$ cat config.mk
export PLATFORM = sky130hd
export DESIGN_NAME = tun_fifo
export DESIGN_NICKNAME = d
export VERILOG_FILES = /design/src/tun_pkg.sv /design/src/tun_fifo.sv
export SDC_FILE = /design/constraint.sdc
export NUM_CORES = 1
export LEC_CHECK = 0
export ABC_CLOCK_PERIOD_IN_PS = 4300
export BUFFER_PORTS_ARGS = -buffer_cell sky130_fd_sc_hd__buf_2
export CAP_MARGIN = 20
export CORE_UTILIZATION = 55
export DETAILED_ROUTE_END_ITERATION = 6
export GPL_ROUTABILITY_DRIVEN = 1
export PLACE_DENSITY = 0.77
export SKIP_LAST_GASP = 1
export SLEW_MARGIN = 20
export SYNTH_ARGS = -nofsm -noshare
export SYNTH_HDL_FRONTEND = slang
export SYNTH_SLANG_ARGS = --single-unit
$ cat constraint.sdc
create_clock -name clk_i -period 4.3 [get_ports clk_i]
set_input_delay 0.645 -clock clk_i [delete_from_list [all_inputs] [get_ports clk_i]]
set_output_delay 0.645 -clock clk_i [all_outputs]
set_load 0.01 [all_outputs]
$ cat src/tun_pkg.sv
// shared constants, types and helpers of the triangle unit normal block
package tun_pkg;

  // field widths
  localparam int COORD_WIDTH  = 16;
  localparam int NORMAL_WIDTH = 16;

  // front datapath widths
  localparam int EDGE_W  = COORD_WIDTH + 1;
  localparam int PROD_W  = 2 * EDGE_W;
  localparam int CROSS_W = PROD_W + 1;
  localparam int MAG_W   = CROSS_W;
  localparam int POS_W   = $clog2(MAG_W);

  // alignment puts the largest magnitude's top bit here
  localparam int ALIGN_TOP = 30;
  localparam int AL_W      = ALIGN_TOP + 1;

  // square root datapath
  localparam int SQ_W    = 2 * AL_W;
  localparam int SUM_W   = SQ_W + 2;
  localparam int ROOT_W  = SUM_W / 2;
  localparam int SREM_W  = ROOT_W + 2;

  // divider datapath
  localparam int FRAC_W = NORMAL_WIDTH - 1;
  localparam int QUO_W  = NORMAL_WIDTH;
  localparam int DVD_W  = AL_W + FRAC_W + 1;
  localparam int DREM_W = ROOT_W;
  localparam logic [QUO_W-1:0] MAX_Q = QUO_W'((1 << FRAC_W) - 1);

  // queue between front and back
  localparam int FIFO_DEPTH = 4;
  localparam int FIFO_AW    = $clog2(FIFO_DEPTH);
  localparam int FIFO_CW    = FIFO_AW + 1;

  // classified request handed from front to back
  typedef struct packed {
    logic                      deg;
    logic [2:0]                neg;
    logic [2:0][AL_W-1:0]      a;
  } tun_item_t;

  // finished result
  typedef struct packed {
    logic                         deg;
    logic [2:0][NORMAL_WIDTH-1:0] n;
  } tun_result_t;

  // index of the highest set bit
  function automatic logic [POS_W-1:0] top_bit(input logic [MAG_W-1:0] v);
    logic [POS_W-1:0] p;
    p = '0;
    for (int i = 0; i < MAG_W; i++) begin
      if (v[i]) p = POS_W'(i);
    end
    return p;
  endfunction

endpackage

$ cat src/tun_fifo.sv
// short queue between front and back
module tun_fifo import tun_pkg::*; (
  input  logic      clk_i,
  input  logic      rst_ni,
  input  logic      push_i,
  input  tun_item_t item_i,
  input  logic      pop_i,
  output logic      full_o,
  output logic      valid_o,
  output tun_item_t item_o
);

  tun_item_t            mem_q [FIFO_DEPTH];
  logic [FIFO_AW-1:0]   wr_q, rd_q;
  logic [FIFO_CW-1:0]   cnt_q;

  // pointers and fill count
  always_ff @(posedge clk_i or negedge rst_ni) begin
    if (!rst_ni) begin
      wr_q  <= '0;
      rd_q  <= '0;
      cnt_q <= '0;
    end else begin
      if (push_i) wr_q <= wr_q + 1'b1;
      if (pop_i)  rd_q <= rd_q + 1'b1;
      if (push_i && !pop_i) cnt_q <= cnt_q + 1'b1;
      else if (pop_i && !push_i) cnt_q <= cnt_q - 1'b1;
    end
  end

  // storage
  always_ff @(posedge clk_i) begin
    if (push_i) mem_q[wr_q] <= item_i;
  end

  assign full_o  = (cnt_q == FIFO_CW'(FIFO_DEPTH));
  assign valid_o = (cnt_q != '0);
  assign item_o  = mem_q[rd_q];

  a_no_overflow: assert property (@(posedge clk_i) disable iff (!rst_ni)
    full_o |-> !push_i) else $error("queue push while full");
  a_no_underflow: assert property (@(posedge clk_i) disable iff (!rst_ni)
    pop_i |-> valid_o) else $error("queue pop while empty");
  a_cnt_range: assert property (@(posedge clk_i) disable iff (!rst_ni)
    cnt_q <= FIFO_CW'(FIFO_DEPTH)) else $error("queue count out of range");

endmodule

==> results_dict.tcl <==
set metrics [dict create \
    syn_inst 541 \
    min_to "mem_q[3][91]$_DFFE_PP_" \
    cts_root_buffer "clkbuf_16" \
    finalCritPeriodShare_pct 75.6 \
    cts_buffers 39 \
    cp.arrival_ns 2.61 \
    dp_hpwl_um 15600 \
    port_buffers 199 \
    dieArea_sq_mm 0.0268 \
    hold_path_depth 1 \
    num-fill-cells 1598 \
    die_w_um 164 \
    finalHoldViolCount 0 \
    cts_resized 0 \
    cts_tree "built" \
    drt_first_pass_iters 4 \
    antenna_found_initial 4 \
    fmax_mhz 308 \
    core_area_sq_mm 0.0254 \
    power.leakage_nw 5.85 \
    area_growth_pct 18.6 \
    wl_per_cell_um 22.6 \
    drive_above_1_share_pct 46.1 \
    status "complete, no violations" \
    synth_seq_area_share_pct 82.4 \
    period_needed_ns 3.25 \
    num_vias 6355 \
    final_cell_mix "388 x edfxtp_1, 199 x buf_2, 97 x mux4_2" \
    htreeDepth 2 \
    drtIter0Drc 543 \
    ir_worst_vdd_mv 0.417 \
    synth_seq_cells 395 \
    max_cap_viol_count 0 \
    vias_per_cell 5.60 \
    grt_pass1_vias 6911 \
    finalClockSkew_ns 0.0116 \
    r2r-start "wr_q[0]$_DFFE_PN0P_" \
    finalMaxSlewViolations 0 \
    worstPathRequired_ns 3.65 \
    cts_max_path_buffers 3 \
    r2r_cells 4 \
    cts_sinks 395 \
    timing.setup.tns_ns 0 \
    reg2reg_slack_ns 2.03 \
    finalWirelength_um 25700 \
    dp_cells 1060 \
    ctsHoldBuffers 1 \
    layout.cells.non_filler 1135 \
    layout.cells.most_common "edfxtp_1" \
    rsz0062_at_grt "false" \
    setup_viol 0 \
    synth_cell_type_count 20 \
    clock_latency_ns 0.51 \
    synthesis.nets 648 \
    path_class "flop to output pin" \
    grt_first_pass_wirelength_um 38700 \
    netlist_area_sq_mm 0.0144 \
    fp.dieH_um 164 \
    ant_nets 0 \
    fin_nets 879 \
    track_usage_pct 19.6 \
    worst_pin_slew_ns 1.03 \
    post-cts-setup-buffers 0 \
    syn_avg_cell_area_sq_um 26.5 \
    rows 58 \
    grt_overflow_total 0 \
    drc 0 \
    cp-start-kind "flop" \
    hold_class "input port to flop" \
    rr_endpoint "mem_q[0][85]$_DFFE_PP_" \
    slew_headroom_pct 31.0 \
    min_from "item_i[91]" \
    cp_max_fo 35 \
    yosys_warnings 0 \
    critPathCaptureType "output pin" \
    clkSlewWorstSetupHoldPaths_ns 0.06 \
    grt_max_degree 67 \
    start_util_pct 56.5 \
    place.gp.congestion 0.730 \
    p_per_area_mw_per_mm2 689 \
    ioPinCount 200 \
]
-- critical path, cell delays in order (launching register included) --
cell	delay, ns
dfrtp_4	0.90
buf_4	0.46
mux4_2	0.56
buf_2	0.16
-- cell families (layout without fill, tap and decap cells) --
logic type / count (synthesis) / after routing / share of synthesized area (%)
buffers and inverters: 26 / 287 / 1.03
AND/OR/NAND/NOR: 9 / 9 / 0.349
multiplexers: 98 / 98 / 15.3
other: 0 / 3 / 0
adder cells (fa/ha/maj): 6 / 6 / 0.575
XOR/XNOR: 6 / 6 / 0.366
AO/OA/AOI/OAI: 1 / 1 / 0.0348
flip-flops: 395 / 395 / 82.4
-- report_power, final --
group / switching (mW) / internal, mW
clock: 1.33 / 1.92
sequential: 0.330 / 5.04
combinational: 1.62 / 1.50
-- worst max path at each step --
stage	start	end	slack, ns	depth (start not counted)
CTS	rd_q[0]$_DFFE_PN0P_	item_o[12]	0.96	3
detailed placement	rd_q[0]$_DFFE_PN0P_	item_o[12]	1.52	3
global placement	rd_q[0]$_DFFE_PN0P_	item_o[15]	1.56	3
finish	rd_q[0]$_DFFE_PN0P_	item_o[20]	1.05	3
global route	rd_q[0]$_DFFE_PN0P_	item_o[9]	0.88	3
floorplan	push_i	mem_q[1][0]$_DFFE_PP_	0.95	1
-- layer usage --
metal  GRT usage [%]  vias to the layer above  wire (um)
li1                -                     2801          -
met1            24.4                     3311       9960
met2            34.3                      189      13700
met3            4.14                       52       1300
met4            6.69                        2        681
met5               0                        -         13
-- synthesized netlist by cell type --
cell | number | share of area [%]
edfxtp_1 | 388 | 81
mux4_2 | 97 | 15
buf_2 | 12 | 0.42
dfrtp_1 | 7 | 1.2
clkbuf_1 | 6 | 0.16
ha_1 | 5 | 0.44
and2_1 | 4 | 0.17
inv_1 | 4 | 0.10
xor2_1 | 4 | 0.24
buf_6 | 2 | 0.16
nand2_1 | 2 | 0.052
xnor2_1 | 2 | 0.12
buf_12 | 1 | 0.14
buf_4 | 1 | 0.052
fa_1 | 1 | 0.14
mux2_2 | 1 | 0.078
nor2_1 | 1 | 0.026
nor3b_1 | 1 | 0.052
o21ai_0 | 1 | 0.035
or3_1 | 1 | 0.044
-- metrics by stage --
step | setup slack [ns] | total power [mW] | utilization [%] | area (sq um) | hold WS [ns]
after floorplan | 0.947 | 7.47 | - | 14400 | 0.349
after global placement | 1.56 | 8.54 | 62.1 | 15800 | 0.465
after detailed placement | 1.52 | 8.66 | 62.1 | 15800 | 0.479
after CTS | 0.965 | 11.9 | 67.0 | 17000 | 0.327
after global routing | 0.880 | 12.3 | 67.1 | 17000 | 0.324
final | 1.05 | 11.7 | 67.1 | 17000 | 0.343
-- cell type report --
cell class | count | area, sq um | area share, %
clock inverter | 25 | 194 | 1.14
timing repair buffer | 212 | 1130 | 6.65
clock buffer | 46 | 1040 | 6.13
sequential | 395 | 11800 | 69.5
tap | 330 | 413 | 2.42
multi-input combinational | 120 | 2400 | 14.1
antenna | 3 | 7.51 | 0.0441
inverter | 4 | 15.0 | 0.0881
-- registers in the layout, indices dropped and copies added (netlist names) --
register,cells
wr_q,2
mem_q,388
rd_q,2
cnt_q,3
No activity file was read; power rests on OpenSTA's default activity.
